### src/hdl/ebpf_pkg.sv
// Shared types and constants of the eBPF program executor.
// Item structs, instruction field codes, status codes and the
// controller-to-datapath command and status groups. No dependencies.
package ebpf_pkg;

  localparam int NUM_REGS           = 11;
  localparam int RF_AW              = $clog2(NUM_REGS);
  localparam logic [15:0] DEFAULT_STEP_LIMIT = 16'd128;
  localparam logic [63:0] SHIFT_BOUND        = 64'd32;
  localparam logic [63:0] SIGN64             = 64'h8000_0000_0000_0000;
  localparam logic [63:0] SIGN32             = 64'h0000_0000_8000_0000;

  // Status codes reported with every result item.
  localparam logic [2:0] STAT_OK     = 3'd0;
  localparam logic [2:0] STAT_PC     = 3'd1;
  localparam logic [2:0] STAT_STEPS  = 3'd2;
  localparam logic [2:0] STAT_DIV0   = 3'd3;
  localparam logic [2:0] STAT_SHIFT  = 3'd4;
  localparam logic [2:0] STAT_MOD    = 3'd5;
  localparam logic [2:0] STAT_OPCODE = 3'd6;
  localparam logic [2:0] STAT_ADDR   = 3'd7;

  // Instruction classes.
  localparam logic [2:0] CLS_LD    = 3'd0;
  localparam logic [2:0] CLS_LDX   = 3'd1;
  localparam logic [2:0] CLS_ST    = 3'd2;
  localparam logic [2:0] CLS_STX   = 3'd3;
  localparam logic [2:0] CLS_ALU   = 3'd4;
  localparam logic [2:0] CLS_JMP   = 3'd5;
  localparam logic [2:0] CLS_JMP32 = 3'd6;
  localparam logic [2:0] CLS_ALU64 = 3'd7;

  localparam logic [7:0] OP_LD_IMM32 = 8'h00;
  localparam logic [7:0] OP_LDDW     = 8'h18;
  localparam logic [2:0] MODE_MEM    = 3'b011;

  // ALU operations (upper opcode nibble).
  localparam logic [3:0] ALU_ADD  = 4'h0;
  localparam logic [3:0] ALU_SUB  = 4'h1;
  localparam logic [3:0] ALU_MUL  = 4'h2;
  localparam logic [3:0] ALU_DIV  = 4'h3;
  localparam logic [3:0] ALU_OR   = 4'h4;
  localparam logic [3:0] ALU_AND  = 4'h5;
  localparam logic [3:0] ALU_LSH  = 4'h6;
  localparam logic [3:0] ALU_RSH  = 4'h7;
  localparam logic [3:0] ALU_NEG  = 4'h8;
  localparam logic [3:0] ALU_MOD  = 4'h9;
  localparam logic [3:0] ALU_XOR  = 4'hA;
  localparam logic [3:0] ALU_MOV  = 4'hB;
  localparam logic [3:0] ALU_ARSH = 4'hC;

  // Jump conditions (upper opcode nibble).
  localparam logic [3:0] JMP_JA   = 4'h0;
  localparam logic [3:0] JMP_JEQ  = 4'h1;
  localparam logic [3:0] JMP_JGT  = 4'h2;
  localparam logic [3:0] JMP_JGE  = 4'h3;
  localparam logic [3:0] JMP_JSET = 4'h4;
  localparam logic [3:0] JMP_JNE  = 4'h5;
  localparam logic [3:0] JMP_JSGT = 4'h6;
  localparam logic [3:0] JMP_JSGE = 4'h7;
  localparam logic [3:0] JMP_JLT  = 4'hA;
  localparam logic [3:0] JMP_JLE  = 4'hB;
  localparam logic [3:0] JMP_JSLT = 4'hC;
  localparam logic [3:0] JMP_JSLE = 4'hD;

  typedef struct packed {
    logic [7:0]         opcode;
    logic [3:0]         dst_index;
    logic [3:0]         src_index;
    logic signed [15:0] offset;
    logic signed [31:0] immediate;
    logic               last;
  } in_item_t;

  typedef struct packed {
    logic [2:0]         status;
    logic [3:0]         reg_index;
    logic signed [63:0] reg_value;
    logic               end_of_report;
  } out_item_t;

  typedef enum logic [1:0] {RSEL_DST, RSEL_SRC, RSEL_RPT} rsel_t;
  typedef enum logic [2:0] {WB_IMM, WB_LDDW, WB_ALU, WB_MUL, WB_DIV, WB_LOAD} wb_sel_t;
  typedef enum logic [1:0] {PC_HOLD, PC_INC1, PC_INC2, PC_JUMP} pc_op_t;

  typedef struct packed {
    logic       load_word;
    logic       start_run;
    logic       fetch;
    logic       ir_load;
    rsel_t      rsel;
    logic       rd_load;
    logic       rs_load;
    logic       prog_rd_next;
    logic       rf_we;
    wb_sel_t    wb_sel;
    pc_op_t     pc_op;
    logic       addr_load;
    logic       ld_cap;
    logic       st_write;
    logic       mul_start;
    logic       mul_step;
    logic       div_start;
    logic       clr_step;
    logic       out_load;
    logic       rpt_next;
    logic [2:0] status;
  } cmd_t;

  typedef struct packed {
    logic [7:0] opcode;
    logic       bad_reg;
    logic       pc_eq_len;
    logic       pc_over;
    logic       step_hit;
    logic       lddw_end;
    logic       b_zero;
    logic       b_neg;
    logic       b_ge32;
    logic       addr_ok;
    logic       byte_last;
    logic       mul_last;
    logic       div_busy;
    logic       clr_last;
    logic       rpt_last;
  } dp_status_t;

endpackage

### src/hdl/ebpf_ctrl.sv
// Controller state machine of the eBPF program executor.
// Sequences loading, execution and reporting; uses ebpf_pkg.
module ebpf_ctrl (
  input  logic                clk,
  input  logic                rst,
  input  logic                item_valid,
  input  logic                item_last,
  output logic                item_stall,
  output logic                result_valid,
  input  logic                result_stall,
  input  ebpf_pkg::dp_status_t st,
  output ebpf_pkg::cmd_t       cmd
);
  import ebpf_pkg::*;

  typedef enum logic [4:0] {
    S_CLEAR, S_LOAD, S_START, S_CHECK, S_IR, S_READ_D, S_READ_S, S_GET_S,
    S_DISPATCH, S_LDDW_RD, S_LDDW_WR, S_ADDR, S_ADDR_CHK, S_LD_ISSUE,
    S_LD_CAP, S_MEM_WB, S_ST, S_MUL, S_MUL_WB, S_DIV_WAIT, S_RPT_RD,
    S_RPT_OUT, S_RPT_HOLD
  } state_t;

  state_t     state, state_next;
  logic [2:0] status, status_next;
  logic [2:0] cls;
  logic [3:0] op_hi;
  logic       xsrc;

  assign cls   = st.opcode[2:0];
  assign op_hi = st.opcode[7:4];
  assign xsrc  = st.opcode[3];
  assign item_stall = (state != S_LOAD);

  always_comb begin
    cmd         = '0;
    cmd.rsel    = RSEL_DST;
    cmd.wb_sel  = WB_ALU;
    cmd.pc_op   = PC_HOLD;
    cmd.status  = status;
    state_next  = state;
    status_next = status;
    case (state)
      S_CLEAR: begin
        cmd.clr_step = 1'b1;
        if (st.clr_last) state_next = S_LOAD;
      end
      S_LOAD: begin
        cmd.load_word = item_valid;
        if (item_valid && item_last) state_next = S_START;
      end
      S_START: begin
        cmd.start_run = 1'b1;
        state_next = S_CHECK;
      end
      S_CHECK: begin
        if (st.pc_eq_len) begin
          status_next = STAT_OK;
          state_next  = S_RPT_RD;
        end else if (st.pc_over) begin
          status_next = STAT_PC;
          state_next  = S_RPT_RD;
        end else if (st.step_hit) begin
          status_next = STAT_STEPS;
          state_next  = S_RPT_RD;
        end else begin
          cmd.fetch  = 1'b1;
          state_next = S_IR;
        end
      end
      S_IR: begin
        cmd.ir_load = 1'b1;
        state_next  = S_READ_D;
      end
      S_READ_D: begin
        cmd.rsel   = RSEL_DST;
        state_next = S_READ_S;
      end
      S_READ_S: begin
        cmd.rsel    = RSEL_SRC;
        cmd.rd_load = 1'b1;
        state_next  = S_GET_S;
      end
      S_GET_S: begin
        cmd.rs_load = 1'b1;
        state_next  = S_DISPATCH;
      end
      S_DISPATCH: begin
        state_next  = S_RPT_RD;
        status_next = STAT_OPCODE;
        if (!st.bad_reg) begin
          case (cls)
            CLS_LD: begin
              if (st.opcode == OP_LD_IMM32) begin
                cmd.rf_we   = 1'b1;
                cmd.wb_sel  = WB_IMM;
                cmd.pc_op   = PC_INC1;
                state_next  = S_CHECK;
                status_next = status;
              end else if (st.opcode == OP_LDDW) begin
                if (st.lddw_end) begin
                  status_next = STAT_PC;
                end else begin
                  state_next  = S_LDDW_RD;
                  status_next = status;
                end
              end
            end
            CLS_LDX, CLS_ST, CLS_STX: begin
              if (st.opcode[7:5] == MODE_MEM) begin
                cmd.addr_load = 1'b1;
                state_next    = S_ADDR;
                status_next   = status;
              end
            end
            CLS_ALU, CLS_ALU64: begin
              case (op_hi)
                ALU_ADD, ALU_SUB, ALU_OR, ALU_AND, ALU_XOR, ALU_MOV: begin
                  cmd.rf_we   = 1'b1;
                  cmd.pc_op   = PC_INC1;
                  state_next  = S_CHECK;
                  status_next = status;
                end
                ALU_NEG: begin
                  if (!xsrc) begin
                    cmd.rf_we   = 1'b1;
                    cmd.pc_op   = PC_INC1;
                    state_next  = S_CHECK;
                    status_next = status;
                  end
                end
                ALU_LSH, ALU_RSH, ALU_ARSH: begin
                  if (st.b_ge32) begin
                    status_next = STAT_SHIFT;
                  end else begin
                    cmd.rf_we   = 1'b1;
                    cmd.pc_op   = PC_INC1;
                    state_next  = S_CHECK;
                    status_next = status;
                  end
                end
                ALU_MUL: begin
                  cmd.mul_start = 1'b1;
                  state_next    = S_MUL;
                  status_next   = status;
                end
                ALU_DIV: begin
                  if (st.b_zero) begin
                    status_next = STAT_DIV0;
                  end else begin
                    cmd.div_start = 1'b1;
                    state_next    = S_DIV_WAIT;
                    status_next   = status;
                  end
                end
                ALU_MOD: begin
                  if (st.b_zero || st.b_neg) begin
                    status_next = STAT_MOD;
                  end else begin
                    cmd.div_start = 1'b1;
                    state_next    = S_DIV_WAIT;
                    status_next   = status;
                  end
                end
                default: begin
                  status_next = STAT_OPCODE;
                end
              endcase
            end
            CLS_JMP, CLS_JMP32: begin
              case (op_hi)
                JMP_JA: begin
                  if (!xsrc) begin
                    cmd.pc_op   = PC_JUMP;
                    state_next  = S_CHECK;
                    status_next = status;
                  end
                end
                JMP_JEQ, JMP_JGT, JMP_JGE, JMP_JSET, JMP_JNE, JMP_JSGT, JMP_JSGE,
                JMP_JLT, JMP_JLE, JMP_JSLT, JMP_JSLE: begin
                  cmd.pc_op   = PC_JUMP;
                  state_next  = S_CHECK;
                  status_next = status;
                end
                default: begin
                  status_next = STAT_OPCODE;
                end
              endcase
            end
            default: begin
              status_next = STAT_OPCODE;
            end
          endcase
        end
      end
      S_LDDW_RD: begin
        cmd.prog_rd_next = 1'b1;
        state_next = S_LDDW_WR;
      end
      S_LDDW_WR: begin
        cmd.rf_we  = 1'b1;
        cmd.wb_sel = WB_LDDW;
        cmd.pc_op  = PC_INC2;
        state_next = S_CHECK;
      end
      S_ADDR: begin
        state_next = S_ADDR_CHK;
      end
      S_ADDR_CHK: begin
        if (!st.addr_ok) begin
          status_next = STAT_ADDR;
          state_next  = S_RPT_RD;
        end else if (cls == CLS_LDX) begin
          state_next = S_LD_ISSUE;
        end else begin
          state_next = S_ST;
        end
      end
      S_LD_ISSUE: begin
        state_next = S_LD_CAP;
      end
      S_LD_CAP: begin
        cmd.ld_cap = 1'b1;
        state_next = st.byte_last ? S_MEM_WB : S_LD_ISSUE;
      end
      S_MEM_WB: begin
        cmd.rf_we  = 1'b1;
        cmd.wb_sel = WB_LOAD;
        cmd.pc_op  = PC_INC1;
        state_next = S_CHECK;
      end
      S_ST: begin
        cmd.st_write = 1'b1;
        if (st.byte_last) begin
          cmd.pc_op  = PC_INC1;
          state_next = S_CHECK;
        end
      end
      S_MUL: begin
        cmd.mul_step = 1'b1;
        if (st.mul_last) state_next = S_MUL_WB;
      end
      S_MUL_WB: begin
        cmd.rf_we  = 1'b1;
        cmd.wb_sel = WB_MUL;
        cmd.pc_op  = PC_INC1;
        state_next = S_CHECK;
      end
      S_DIV_WAIT: begin
        if (!st.div_busy) begin
          cmd.rf_we  = 1'b1;
          cmd.wb_sel = WB_DIV;
          cmd.pc_op  = PC_INC1;
          state_next = S_CHECK;
        end
      end
      S_RPT_RD: begin
        cmd.rsel   = RSEL_RPT;
        state_next = S_RPT_OUT;
      end
      S_RPT_OUT: begin
        cmd.out_load = 1'b1;
        state_next   = S_RPT_HOLD;
      end
      S_RPT_HOLD: begin
        cmd.rsel = RSEL_RPT;
        if (!result_stall) begin
          if (st.rpt_last) begin
            state_next = S_LOAD;
          end else begin
            cmd.rpt_next = 1'b1;
            state_next   = S_RPT_RD;
          end
        end
      end
      default: begin
        state_next = S_LOAD;
      end
    endcase
  end

  always_ff @(posedge clk) begin
    if (rst) begin
      state        <= S_CLEAR;
      status       <= STAT_OK;
      result_valid <= 1'b0;
    end else begin
      state  <= state_next;
      status <= status_next;
      if (state == S_RPT_OUT) begin
        result_valid <= 1'b1;
      end else if (state == S_RPT_HOLD && !result_stall) begin
        result_valid <= 1'b0;
      end
    end
  end

endmodule

### config.mk
export PLATFORM = sky130hd
export DESIGN_NAME = ebpf_ctrl
export DESIGN_NICKNAME = d
export VERILOG_FILES = /design/src/hdl/ebpf_pkg.sv /design/src/hdl/ebpf_ctrl.sv
export SDC_FILE = /design/constraint.sdc
export NUM_CORES = 1
export LEC_CHECK = 0
export ABC_CLOCK_PERIOD_IN_PS = 1880
export BUFFER_PORTS_ARGS = -buffer_cell sky130_fd_sc_hd__buf_2
export CAP_MARGIN = 5
export CORE_MARGIN = 1.5
export CORE_UTILIZATION = 42
export CTS_BUF_LIST = sky130_fd_sc_hd__clkbuf_16
export CTS_CLUSTER_SIZE = 25
export DETAILED_ROUTE_END_ITERATION = 10
export PLACE_DENSITY = 0.68
export SLEW_MARGIN = 20
export SYNTH_ARGS = -nofsm -noshare
export SYNTH_HDL_FRONTEND = slang
export SYNTH_SLANG_ARGS = --single-unit
### constraint.sdc
create_clock -name clk -period 1.88 [get_ports clk]
set_input_delay 0 -clock clk [delete_from_list [all_inputs] [get_ports clk]]
set_output_delay 0 -clock clk [all_outputs]
set_load 0.01 [all_outputs]
==> flow_summary.ini <==
[global_route]
grt_pass1_wl_mm = 9.44
grt_pass1_vias = 2024
antenna_found_initial = 0
grt-ovfl-total = 0
grt_usage = 0.274
grt_max_degree = 20

[worst_setup_path]
crit_slowest_cell = or3_4
end_kind = output pin
r2r-end = status[1]
cp_data_required_time_ns = 1.88
worstPathBufferInverterCount = 2
cp_data_arrival_time_ns = 1.88
rr_worst_depth = 6
crit_path_cell_trace = or3_4 > or3_4 > buf_4 > nor3_2 > buf_2
crit_fanout = 6
crit_family = simple AND/OR/NAND/NOR gates
rr_startpoint = state[4]
path_common_cell = or3_4
path_class = reg2out
cp.depth = 5
start_kind = flop
ff2ff_setup_slack_ns = 0.06
max_stage_delay_ns = 0.42

[worst_hold_path]
min_to = status[2]
min-delay-path-class = in2reg
whs_path_depth = 2
min-delay-start = rst

[sta]
clock_skew_ns = 0.00369
final_max_slew_viol_count = 0
fin_setup_tns_ns = -0.00409
rsz0062_at_grt = true
fmax_mhz = 531
slew-limit-headroom = 0.657
setup_violations = 1
final_hold_viol_count = 0
post-route-period-util = 1.00
period_needed_ns = 1.88
worst_slew_pin_slew_ns = 0.510
finalWorstSetupSlack_ns = -0.00409

[cts]
clockRootBuffer = clkbuf_16
cts_sinks = 9
clk_path_buf_depth = 2
htreeDepth = 1
cts_hold_buf = 0
cts_made_buffers = 3
cts_tree = done
clk_latency_ns = 0.24
clk_pin_slew_ns = 0.04

[drt]
drt-wirelength-per-cell_um = 16.2
routed_wl_mm = 5.89
vias = 2193
drtIter0Drc = 177
drcViolationCount = 0
ant_nets = 0
dr.pass1.iters = 4
avgViaCountPerCell = 6.02

[placed_design]
gp_congestion = 0.988
io_buffers = 55
dp_slack_ns = 0.00639
hpwl_mm = 4.51

[yosys]
synth_edf_count = 0
seq_area_frac_synth = 0.107
syn_inst = 253
synthFlopType = dfxtp_1
synth_fp_nets = 280
synth_top_cell_by_area = dfxtp_1
synth_common_cells = 38 x nor2_1, 16 x nand2_1, 16 x o21ai_0, 12 x a21oi_1, 11 x nand2b_1
synthMostInstantiatedCell = nor2_1
yosys_warnings = 0
syn-cell-area_mm2 = 0.00168
async_flop_share = 0
ys_seq_elements = 9
synth.area.top_cells = dfxtp_1 11%, nor2_1 8.5%, o21ai_0 4.8%
avgSynthCellArea_um2 = 6.65
ys_types = 70
yosysTopAreaCellShare = 0.107

[power]
p_clk_frac = 0.221
pwr-share-seq = 0.151
combPwrFrac = 0.628
p_sw_uw = 755
power.density_mw_per_mm2 = 769
p_sw_frac = 0.434
p_leak_uw = 0.000943
intPower_uw = 984
ir_worst_vdd_uv = 352

[floorplanning]
coreArea_mm2 = 0.00374
initial_core_util = 0.449
io_pins = 56
fp.dieW_um = 66.3
fp.dieH_um = 66.3
die_area_mm2 = 0.00439
fp-row-count = 22

[layout]
regArea_um2 = 184
antenna_cells = 0
fin_nets = 344
finish.utilization = 0.605
drive_gt1_frac = 0.361
multi_input_area_mm2 = 0.00144
area_growth_pct = 34.6
fillCellCount = 390

[job]
cap_viol_max_count = 0

[status]
failed_checks = setup timing
outcome = finished, violations left
==> cell families after synthesis <==
logic type | count (synthesis) | synth area share
and+or+nand+nor | 127 | 0.408
AOI/OAI and AO/OA | 79 | 0.340
adders and majority gates | 1 | 0.00595
muxes | 5 | 0.0312
xor gates and xnor gates | 3 | 0.0268
buffers and inverters | 29 | 0.0811
DFF | 9 | 0.107
==> power groups by stage <==
stage / registers (µW) / clock network, µW / logic (µW)
after global placement: 258 / 0 / 997
after detailed placement: 259 / 0 / 991
after CTS: 257 / 386 / 1030
final: 262 / 384 / 1090
after floorplan: 238 / 0 / 645
after global routing: 266 / 397 / 1190
==> how the worst max path moves through the flow <==
| stage | slack [ns] | startpoint | endpoint |
|---|---|---|---|
| after floorplan | 0.10 | state[2] | status[1] |
| after global placement | 0.02 | state[3] | state[0] |
| after detailed placement | 0.006 | state[3] | state[0] |
| after CTS | 0.009 | state[2] | cmd[6] |
| after global routing | -0.06 | state[4] | status[2] |
| final | -0.004 | state[4] | cmd[6] |
==> worst reg2reg max path: cells and delay by family (launching register included) <==
kind	cells	cell delay, ns
AOI/OAI and AO/OA	1	0.26
DFF	1	0.33
muxes	1	0.16
and+or+nand+nor	4	0.96
==> repair_timing <==
action | 4_1_cts | 5_1_grt
gates resized for setup | 7 | 10
hold endpoints to repair | 0 | 0
endpoints found under the setup margin | 5 | 7
setup buffers | 0 | 0
pin swaps | 0 | 1
==> cell type report <==
cell class / count / share of cell area
clock buffers: 3 / 0.0332
clock inverters: 1 / 0.00221
inverters: 7 / 0.0116
multi-input cells: 215 / 0.637
flip-flops and latches: 9 / 0.0813
well taps: 48 / 0.0265
repair buffers: 81 / 0.208
==> flip-flops by register name (all words and copies together), names as in the netlist <==
name	flops
state	5
status	3
result_valid	1
==> metrics by stage <==
step | total power, µW | hold WS [ns] | instances | instance area [µm²]
floorplan | 883 | 0.0529 | 253 | 1680
global placement | 1260 | 0.291 | 360 | 2100
detailed placement | 1250 | 0.287 | 360 | 2100
CTS | 1670 | 0.0945 | 364 | 2210
global route | 1850 | 0.111 | 364 | 2260
finish | 1740 | 0.0994 | 364 | 2260
==> per-layer routing <==
metal  GRT usage  share of wire
met1       0.332           0.43
met2       0.506           0.50
met4      0.0612          0.023
met3      0.0341          0.047
met5           0              0
==> cells in the final DEF (no fill, tap or decap), types with 3 or more instances in the layout <==
master	netlist	final
a211oi_1	3	3
a21boi_0	3	3
a21oi_1	12	12
a31oi_1	5	4
and3_1	3	3
buf_2	7	55
buf_4	3	26
clkbuf_16	0	3
dfxtp_1	9	6
dfxtp_2	0	3
inv_1	7	7
mux2i_1	3	3
nand2_1	16	15
nand2b_1	11	11
nand3_1	5	5
nand3b_1	3	3
nand4_1	3	3
nor2_1	38	37
nor2b_1	9	8
nor3_1	10	8
nor3b_1	3	3
nor4_1	5	4
o211ai_1	3	3
o21ai_0	16	16
o22ai_1	3	3
o31ai_1	4	4
or2_2	3	3
Power figures use the tool's default switching activity.
